==> src/sv/dfr_pkg.sv <==
`timescale 1ns / 1ps
// Shared types and constants for the fixed frame sum deframer.
// No dependencies; imported by every module of the block.
package dfr_pkg;

    localparam int MAX_PAYLOAD = 32;
    localparam int OVERHEAD    = 3;
    localparam int MAX_FRAME   = MAX_PAYLOAD + OVERHEAD;

    // window ring: power of two, room for at least two frames of the maximum length
    localparam int RING_AW    = $clog2(2 * MAX_FRAME);
    localparam int RING_DEPTH = 1 << RING_AW;

    localparam int RX_DEPTH = 4;
    localparam int RX_AW    = $clog2(RX_DEPTH);
    localparam int RX_CW    = $clog2(RX_DEPTH + 1);
    localparam int TX_DEPTH = 4;
    localparam int TX_AW    = $clog2(TX_DEPTH);
    localparam int TX_CW    = $clog2(TX_DEPTH + 1);

    localparam logic [7:0] HDR_BYTE = 8'hAA;
    localparam logic [7:0] FTR_BYTE = 8'h55;

    localparam logic [5:0] PLEN_RESET  = 6'd8;
    localparam logic [7:0] LIMIT_RESET = 8'd16;

    localparam logic REG_PAYLOAD_LENGTH = 1'b0;
    localparam logic REG_ERROR_LIMIT    = 1'b1;

    typedef struct packed {
        logic [5:0] plen;   // effective payload length, 1..MAX_PAYLOAD
        logic [5:0] flen;   // plen + overhead
        logic [7:0] limit;  // effective error limit, never zero
        logic       flush;  // payload length being written this cycle
    } t_cfg;

    typedef struct packed {
        logic [7:0]  payload_byte;
        logic [4:0]  byte_index;
        logic        last_byte;
        logic [31:0] good_frames;
        logic [31:0] checksum_failures;
    } t_result;

endpackage

==> src/sv/dfr_rx_queue.sv <==
`timescale 1ns / 1ps
// Front end: short byte queue that takes received bytes from the input side.
// Depends on dfr_pkg.
module dfr_rx_queue (
    input  logic       i_clk,
    input  logic       i_rst_n,
    input  logic       i_push,
    input  logic [7:0] i_data,
    output logic       o_full,
    input  logic       i_pop,
    output logic       o_empty,
    output logic [7:0] o_data
);
    import dfr_pkg::*;

    logic [7:0]       r_mem [RX_DEPTH];
    logic [RX_AW-1:0] r_wr_ptr;
    logic [RX_AW-1:0] r_rd_ptr;
    logic [RX_CW-1:0] r_count;
    logic             do_push;
    logic             do_pop;

    assign o_full  = (r_count == RX_CW'(RX_DEPTH));
    assign o_empty = (r_count == '0);
    assign o_data  = r_mem[r_rd_ptr];
    assign do_push = i_push && !o_full;
    assign do_pop  = i_pop && !o_empty;

    always_ff @(posedge i_clk) begin
        if (do_push) begin
            r_mem[r_wr_ptr] <= i_data;
        end
    end

    always_ff @(posedge i_clk) begin
        if (!i_rst_n) begin
            r_wr_ptr <= '0;
            r_rd_ptr <= '0;
            r_count  <= '0;
        end else begin
            if (do_push) begin
                r_wr_ptr <= r_wr_ptr + RX_AW'(1);
            end
            if (do_pop) begin
                r_rd_ptr <= r_rd_ptr + RX_AW'(1);
            end
            case ({do_push, do_pop})
                2'b10:   r_count <= r_count + RX_CW'(1);
                2'b01:   r_count <= r_count - RX_CW'(1);
                default: r_count <= r_count;
            endcase
        end
    end

endmodule

==> src/sv/dfr_tx_queue.sv <==
`timescale 1ns / 1ps
// Result queue: holds payload results until the sink pops them.
// Depends on dfr_pkg (t_result, depth constants).
module dfr_tx_queue (
    input  logic                    i_clk,
    input  logic                    i_rst_n,
    input  logic                    i_push,
    input  dfr_pkg::t_result        i_data,
    output logic [dfr_pkg::TX_CW-1:0] o_count,
    input  logic                    i_pop,
    output logic                    o_empty,
    output dfr_pkg::t_result        o_data
);
    import dfr_pkg::*;

    t_result          r_mem [TX_DEPTH];
    logic [TX_AW-1:0] r_wr_ptr;
    logic [TX_AW-1:0] r_rd_ptr;
    logic [TX_CW-1:0] r_count;
    logic             do_pop;

    // engine only pushes when it has reserved room, so no full check here
    assign o_count = r_count;
    assign o_empty = (r_count == '0);
    assign o_data  = r_mem[r_rd_ptr];
    assign do_pop  = i_pop && !o_empty;

    always_ff @(posedge i_clk) begin
        if (i_push) begin
            r_mem[r_wr_ptr] <= i_data;
        end
    end

    always_ff @(posedge i_clk) begin
        if (!i_rst_n) begin
            r_wr_ptr <= '0;
            r_rd_ptr <= '0;
            r_count  <= '0;
        end else begin
            if (i_push) begin
                r_wr_ptr <= r_wr_ptr + TX_AW'(1);
            end
            if (do_pop) begin
                r_rd_ptr <= r_rd_ptr + TX_AW'(1);
            end
            case ({i_push, do_pop})
                2'b10:   r_count <= r_count + TX_CW'(1);
                2'b01:   r_count <= r_count - TX_CW'(1);
                default: r_count <= r_count;
            endcase
        end
    end

endmodule

==> src/sv/dfr_engine.sv <==
`timescale 1ns / 1ps
// Back end: window ring memory, frame check, error counting and payload readout.
// Depends on dfr_pkg.
module dfr_engine (
    input  logic                      i_clk,
    input  logic                      i_rst_n,
    input  dfr_pkg::t_cfg             i_cfg,
    input  logic                      i_rx_empty,
    input  logic [7:0]                i_rx_byte,
    output logic                      o_rx_pop,
    input  logic [dfr_pkg::TX_CW-1:0] i_tx_count,
    output logic                      o_tx_push,
    output dfr_pkg::t_result          o_tx_data
);
    import dfr_pkg::*;

    typedef enum logic [1:0] {S_IDLE, S_HEAD, S_EMIT} t_state;

    t_state             r_state;
    logic [7:0]         r_mem [RING_DEPTH];
    logic [7:0]         r_rd_data;
    logic [RING_AW-1:0] r_head;      // ring address of oldest window byte
    logic [5:0]         r_fill;
    logic [7:0]         r_sum;       // wrapping sum of all window bytes
    logic [7:0]         r_hbyte;     // copy of oldest window byte
    logic [7:0]         r_prev;      // newest window byte
    logic [7:0]         r_cons;
    logic [31:0]        r_frames;
    logic [31:0]        r_ckerr;
    logic [RING_AW-1:0] r_emit_ptr;
    logic [4:0]         r_idx;
    logic               r_rv;        // read data is a payload byte for the result queue
    logic [4:0]         r_rv_idx;
    logic               r_rv_last;

    logic               rx_take;
    logic [5:0]         n_fill;
    logic               at_full;
    logic [7:0]         pay_sum;
    logic               hdr_ok;
    logic               ftr_ok;
    logic               frame_ok;
    logic [7:0]         n_cons;
    logic               cons_hit;
    logic               emit_go;
    logic               emit_last;
    logic               rd_en;
    logic [RING_AW-1:0] rd_addr;
    logic [RING_AW-1:0] wr_addr;

    assign rx_take  = (r_state == S_IDLE) && !i_rx_empty;
    assign o_rx_pop = rx_take;
    assign n_fill   = r_fill + 6'd1;
    assign at_full  = (n_fill == i_cfg.flen);
    // payload sum = window total less header, checksum and footer (footer not yet in r_sum)
    assign pay_sum  = r_sum - r_hbyte - r_prev;
    assign hdr_ok   = (r_hbyte == HDR_BYTE);
    assign ftr_ok   = (i_rx_byte == FTR_BYTE);
    assign frame_ok = hdr_ok && ftr_ok && (pay_sum == r_prev);
    assign n_cons   = r_cons + 8'd1;
    assign cons_hit = (n_cons >= i_cfg.limit);

    assign emit_go   = (r_state == S_EMIT) &&
                       ((i_tx_count + TX_CW'(r_rv)) < TX_CW'(TX_DEPTH));
    assign emit_last = ({1'b0, r_idx} == (i_cfg.plen - 6'd1));
    assign rd_en     = emit_go || (rx_take && at_full && !frame_ok && !cons_hit);
    assign rd_addr   = (r_state == S_EMIT) ? r_emit_ptr : r_head + RING_AW'(1);
    assign wr_addr   = r_head + RING_AW'(r_fill);

    assign o_tx_push = r_rv;
    assign o_tx_data = '{payload_byte:      r_rd_data,
                         byte_index:        r_rv_idx,
                         last_byte:         r_rv_last,
                         good_frames:       r_frames,
                         checksum_failures: r_ckerr};

    always_ff @(posedge i_clk) begin
        if (rx_take) begin
            r_mem[wr_addr] <= i_rx_byte;
        end
        if (rd_en) begin
            r_rd_data <= r_mem[rd_addr];
        end
    end

    always_ff @(posedge i_clk) begin
        if (!i_rst_n) begin
            r_state    <= S_IDLE;
            r_head     <= '0;
            r_fill     <= '0;
            r_sum      <= '0;
            r_hbyte    <= '0;
            r_prev     <= '0;
            r_cons     <= '0;
            r_frames   <= '0;
            r_ckerr    <= '0;
            r_emit_ptr <= '0;
            r_idx      <= '0;
            r_rv       <= 1'b0;
            r_rv_idx   <= '0;
            r_rv_last  <= 1'b0;
        end else begin
            r_rv <= 1'b0;
            case (r_state)
                S_IDLE: begin
                    if (rx_take) begin
                        r_prev <= i_rx_byte;
                        if (!at_full) begin
                            r_fill <= n_fill;
                            if (r_fill == 6'd0) begin
                                r_sum   <= i_rx_byte;
                                r_hbyte <= i_rx_byte;
                            end else begin
                                r_sum <= r_sum + i_rx_byte;
                            end
                        end else if (frame_ok) begin
                            r_cons     <= '0;
                            r_frames   <= r_frames + 32'd1;
                            r_fill     <= '0;
                            r_emit_ptr <= r_head + RING_AW'(1);
                            r_head     <= r_head + RING_AW'(i_cfg.flen);
                            r_idx      <= '0;
                            r_state    <= S_EMIT;
                        end else begin
                            if (hdr_ok && ftr_ok) begin
                                r_ckerr <= r_ckerr + 32'd1;
                            end
                            r_head <= r_head + RING_AW'(1);
                            if (cons_hit) begin
                                // too many misses in a row: drop the whole window
                                r_cons <= '0;
                                r_fill <= '0;
                            end else begin
                                r_cons  <= n_cons;
                                r_fill  <= i_cfg.flen - 6'd1;
                                r_sum   <= r_sum + i_rx_byte - r_hbyte;
                                r_state <= S_HEAD;
                            end
                        end
                    end
                end
                S_HEAD: begin
                    r_hbyte <= r_rd_data;
                    r_state <= S_IDLE;
                end
                S_EMIT: begin
                    if (emit_go) begin
                        r_rv       <= 1'b1;
                        r_rv_idx   <= r_idx;
                        r_rv_last  <= emit_last;
                        r_idx      <= r_idx + 5'd1;
                        r_emit_ptr <= r_emit_ptr + RING_AW'(1);
                        if (emit_last) begin
                            r_state <= S_IDLE;
                        end
                    end
                end
                default: r_state <= S_IDLE;
            endcase
            if (i_cfg.flush) begin
                r_fill <= '0;
            end
        end
    end

`ifndef SYNTHESIS
    a_fill_below_frame: assert property (@(posedge i_clk) disable iff (!i_rst_n)
        (r_state == S_IDLE) |-> (r_fill < i_cfg.flen))
        else $error("window fill reached frame length while idle");

    a_push_has_room: assert property (@(posedge i_clk) disable iff (!i_rst_n)
        r_rv |-> (i_tx_count < TX_CW'(TX_DEPTH)))
        else $error("payload byte pushed into a full result queue");

    a_head_reload: assert property (@(posedge i_clk) disable iff (!i_rst_n)
        (r_state == S_HEAD) |=> (r_state == S_IDLE))
        else $error("header reload took more than one cycle");

    a_emit_counts_frame: assert property (@(posedge i_clk) disable iff (!i_rst_n)
        (r_state == S_IDLE && rx_take && at_full && frame_ok)
            |=> (r_state == S_EMIT && r_frames == $past(r_frames) + 32'd1))
        else $error("good frame did not start readout with frame count bumped");
`endif

endmodule

==> src/sv/fixed_frame_sum_deframer.sv <==
`timescale 1ns / 1ps
// A byte is checked against the window when the engine, in S_IDLE, takes it from the
// receive queue; a failed check that slides the window goes through S_HEAD to reload the
// header byte. The first payload result of a good frame is visible once it has passed the
// receive queue, S_EMIT, the registered ring read and the result queue, then one per cycle
// while the sink pops. The engine takes 1 byte per cycle in S_IDLE and none during a readout.
// Synchronous active-low reset: window, counters and queues empty, payload_length 8, error_limit 16.
module fixed_frame_sum_deframer (
    input  logic        i_clk,
    input  logic        i_rst_n,
    input  logic        push,
    output logic        full,
    input  logic [7:0]  i_rx_byte,
    output logic        empty,
    input  logic        pop,
    output logic [7:0]  o_payload_byte,
    output logic [4:0]  o_byte_index,
    output logic        o_last_byte,
    output logic [31:0] o_good_frames,
    output logic [31:0] o_checksum_failures,
    input  logic        i_cfg_we,
    input  logic        i_cfg_idx,
    input  logic [7:0]  i_cfg_data
);
    import dfr_pkg::*;

    logic [5:0]       r_plen;
    logic [7:0]       r_limit;
    t_cfg             cfg;
    logic [5:0]       eff_plen;
    logic             rx_empty;
    logic [7:0]       rx_byte;
    logic             rx_pop;
    logic [TX_CW-1:0] tx_count;
    logic             tx_push;
    t_result          tx_in;
    t_result          tx_out;

    always_ff @(posedge i_clk) begin
        if (!i_rst_n) begin
            r_plen  <= PLEN_RESET;
            r_limit <= LIMIT_RESET;
        end else if (i_cfg_we) begin
            case (i_cfg_idx)
                REG_PAYLOAD_LENGTH: r_plen  <= i_cfg_data[5:0];
                REG_ERROR_LIMIT:    r_limit <= i_cfg_data;
                default:            r_plen  <= r_plen;
            endcase
        end
    end

    // zero length acts as one, anything above the maximum is clamped
    always_comb begin
        eff_plen = r_plen;
        if (r_plen == 6'd0) begin
            eff_plen = 6'd1;
        end else if (r_plen > 6'(MAX_PAYLOAD)) begin
            eff_plen = 6'(MAX_PAYLOAD);
        end
    end

    assign cfg.plen  = eff_plen;
    assign cfg.flen  = eff_plen + 6'(OVERHEAD);
    assign cfg.limit = (r_limit == 8'd0) ? 8'd1 : r_limit;
    assign cfg.flush = i_cfg_we && (i_cfg_idx == REG_PAYLOAD_LENGTH);

    dfr_rx_queue u_rx_queue (
        .i_clk   (i_clk),
        .i_rst_n (i_rst_n),
        .i_push  (push),
        .i_data  (i_rx_byte),
        .o_full  (full),
        .i_pop   (rx_pop),
        .o_empty (rx_empty),
        .o_data  (rx_byte)
    );

    dfr_engine u_engine (
        .i_clk      (i_clk),
        .i_rst_n    (i_rst_n),
        .i_cfg      (cfg),
        .i_rx_empty (rx_empty),
        .i_rx_byte  (rx_byte),
        .o_rx_pop   (rx_pop),
        .i_tx_count (tx_count),
        .o_tx_push  (tx_push),
        .o_tx_data  (tx_in)
    );

    dfr_tx_queue u_tx_queue (
        .i_clk   (i_clk),
        .i_rst_n (i_rst_n),
        .i_push  (tx_push),
        .i_data  (tx_in),
        .o_count (tx_count),
        .i_pop   (pop),
        .o_empty (empty),
        .o_data  (tx_out)
    );

    assign o_payload_byte      = tx_out.payload_byte;
    assign o_byte_index        = tx_out.byte_index;
    assign o_last_byte         = tx_out.last_byte;
    assign o_good_frames       = tx_out.good_frames;
    assign o_checksum_failures = tx_out.checksum_failures;

endmodule

==> config.mk <==
export PLATFORM = sky130hd
export DESIGN_NAME = fixed_frame_sum_deframer
export DESIGN_NICKNAME = d
export VERILOG_FILES = /design/src/sv/dfr_pkg.sv /design/src/sv/dfr_rx_queue.sv /design/src/sv/dfr_tx_queue.sv /design/src/sv/dfr_engine.sv /design/src/sv/fixed_frame_sum_deframer.sv
export SDC_FILE = /design/constraint.sdc
export NUM_CORES = 2
export LEC_CHECK = 0
export BUFFER_PORTS_ARGS = -buffer_cell sky130_fd_sc_hd__clkbuf_2
export CAP_MARGIN = 20
export CORE_UTILIZATION = 45
export CTS_CLUSTER_DIAMETER = 80
export DETAILED_ROUTE_END_ITERATION = 16
export MAX_ROUTING_LAYER = met4
export PLACE_DENSITY = 0.67
export SLEW_MARGIN = 15
export SYNTH_ARGS = -nofsm -noshare
export SYNTH_HDL_FRONTEND = slang
export SYNTH_SLANG_ARGS = --single-unit
==> constraint.sdc <==
create_clock -name i_clk -period 6.36 [get_ports i_clk]
set_input_delay 0.318 -clock i_clk [delete_from_list [all_inputs] [get_ports i_clk]]
set_output_delay 0.318 -clock i_clk [all_outputs]
set_load 0.01 [all_outputs]
==> flow_summary.json <==
{
  "layout_min_cycle_time_ps": 5070,
  "relSlewSlack_pct": 30.8,
  "die_area_um2": 141000,
  "area_growth_pct": 12.5,
  "cp.arrival_ps": 5770,
  "cts.path.max_buffers": 3,
  "finalSetupViolCount": 0,
  "cts_tree": "yes",
  "crit_path_max_fanout": 26,
  "synth.top_cell.area_share_pct": 66.0,
  "io_pins": 102,
  "required_ps": 7060,
  "grt_max_degree": 93,
  "ys_seq_elements": 1537,
  "finalHoldViolations": 0,
  "die_h_um": 375,
  "multi_input_area_um2": 17100,
  "crit_type": "reg -> reg",
  "numCtsBuffers": 154,
  "slew_violations": 0,
  "p_per_area_nw_per_um2": 369,
  "cpMaxStageDelayCell": "nand4_1",
  "syn_area_um2": 62600,
  "nets": 3938,
  "cts_resized": 0,
  "yosysTopAreaCell": "edfxtp_1",
  "drt_pre_antenna_iters": 6,
  "drive_gt1_share_pct": 19.3,
  "finalSetupTns_ps": 0,
  "synth_ff_type": "edfxtp_1",
  "yosysSeqAreaShare_pct": 71.2,
  "syn_avg_cell_area_um2": 17.0,
  "wire_per_inst_um": 24.4,
  "grt_pass1_vias": 33300,
  "crit_path_max_incr_delay_ps": 720,
  "setup_slack_ps": 1290,
  "port_buffers": 101,
  "synth_area_leaders": "edfxtp_1, mux4_2, dfxtp_1, nand2_1, mux2i_1",
  "ys_async_sr_fraction_pct": 0,
  "dr_total_vias": 33400,
  "ys_types": 78,
  "power_mw": 26.0,
  "via_per_inst": 5.80,
  "start_util_pct": 45.5,
  "die_w_um": 375,
  "hpwl_mm": 85.4,
  "fin_worst_skew_ps": 55.1,
  "finalNonFillerCells": 5755,
  "ir_worst_vdd_uv": 249,
  "yosysWarningCount": 0,
  "clk_latency_ps": 790,
  "htreeDepth": 4,
  "gr-total-overflow": 0,
  "place.gp.congestion": 0.878,
  "min_path_type": "in -> reg",
  "register_area_um2": 44600,
  "max_cap_violations": 0,
  "hold_ws_ps": 118,
  "nFillCells": 11000,
  "num_rows": 136,
  "track_usage_pct": 20.6,
  "place_inst": 5454,
  "cts-root-buf": "clkbuf_16",
  "ant_nets": 0,
  "post-route-period-util_pct": 79.7,
  "worstMarginPinSlew_ps": 1040,
  "clock-sinks": 1537,
  "drt_first_iter_violations": 3443,
  "clk_pin_slew_ps": 60,
  "cp-start-kind": "flop",
  "core_um2": 138000,
  "place_ws_ps": 1280,
  "synth_edf_count": 1376,
  "drt-total-wl_mm": 140,
  "power_leakage_nw": 22.6,
  "max_freq_mhz": 197,
  "path_cells": "inv_1, fa_1, inv_1, ha_1, or2_2, fa_1, a211o_1, a2111o_1, o31ai_1, o211a_1, and3_1, nand4_1, or4_1, a21oi_1",
  "cp-end-kind": "flop",
  "status": "finished, final reports clean",
  "yosysMostFrequentCell": "edfxtp_1",
  "syn-instance-count": 3675,
  "rsz0062_at_grt": "false",
  "grt_pass1_wl_mm": 211,
  "yosys-top-cells-count": "edfxtp_1, mux4_2, nand2_1, nor2_1, dfxtp_1",
  "drcViolationCount": 0,
  "grt_antenna_before_repair": 4,
  "syn_nets": 3776
}
-- metal layers --
metal,GRT usage (%),vias to the layer above,share of wire [%]
li1,-,14900,-
met1,27.7,17100,42
met2,32.2,1161,48
met3,3.93,244,6.8
met4,5.90,0,2.6
met5,-,-,0
-- worst paths after layout --
check | from | end | slack, ps | cells after the start
worst min-delay path | i_rst_n | r_limit[4] | 120 | 3
worst max register to register | u_engine.r_hbyte[0] | u_engine.r_frames[24] | 1290 | 14
worst max-delay path | u_engine.r_hbyte[0] | u_engine.r_frames[24] | 1290 | 14
worst min register to register | r_limit[6] | r_limit[6] | 460 | 2
-- final cells by class --
class | count | share of cell area [%]
flip-flops and latches | 1537 | 63.3
multi-input cells | 1873 | 24.3
clock buffers | 197 | 5.87
well taps | 1794 | 3.19
repair buffers | 194 | 1.87
clock inverters | 82 | 1.08
inverters | 77 | 0.414
diodes | 1 | 0.00355
-- flip-flops by register name (all words and copies together) (netlist names), 5 cells and up, named ones only --
| signal | count |
|---|---|
| r_limit | 8 |
| u_engine.r_rv_idx | 5 |
| u_engine.r_mem | 1024 |
| r_plen | 6 |
| u_engine.r_head | 7 |
| u_engine.r_emit_ptr | 7 |
| u_engine.r_ckerr | 32 |
| u_engine.r_rd_data | 8 |
| u_engine.r_prev | 7 |
| u_engine.r_hbyte | 8 |
| u_engine.r_cons | 8 |
| u_engine.r_fill | 6 |
| u_tx_queue.r_mem | 312 |
| u_rx_queue.r_mem | 32 |
| u_engine.r_sum | 8 |
| u_engine.r_idx | 5 |
| u_engine.r_frames | 32 |
-- cells in the final DEF (no fill, tap or decap), types with 51 or more instances in the layout --
master / instances
nand3_1: 126
clkbuf_16: 157
nor2_1: 222
nand2_1: 325
mux4_2: 326
mux2i_1: 100
clkbuf_2: 101
a21oi_1: 122
edfxtp_1: 1376
buf_4: 67
dfxtp_1: 159
inv_1: 75
xnor2_1: 51
o21ai_0: 58
ha_1: 66
-- power by group --
group	leakage [nW]	switching, mW	total [mW]	internal (mW)
Clock	2.40	3.86	8.74	4.88
Combinational	6.48	3.25	4.83	1.57
Sequential	13.8	0.147	12.4	12.2
Total	22.6	7.26	26.0	18.7
-- cells by family after synthesis --
logic type,Yosys count,share of synthesized area [%]
mux,437,13.7
fa+ha+maj,79,1.74
flops,1537,71.2
simple gates,907,6.73
compound gates,366,3.78
xor+xnor,84,1.25
buf+inv,265,1.65
-- through the flow --
stage,utilization [%],instance area (um^2)
after floorplan,-,62600
after detailed placement,47.4,65300
after global routing,51.1,70400
after CTS,51.1,70400
final,51.1,70400
after global placement,47.4,65300
-- critical path, delay by kind of cell (launching register included) --
kind                       cells  cell delay [ps]
and+or+nand+nor                4             2040
AOI/OAI and AO/OA              5             1230
adders and majority gates      3             1180
DFF                            1              390
buffers and inverters          2              130
-- what timing repair did --
| action | CTS | global route |
|---|---|---|
| buffers inserted | 0 | 0 |
| hold buffers | 20 | 0 |
| hold endpoints to repair | 48 | 0 |
Note: power is estimated with default switching activity, not from simulation.
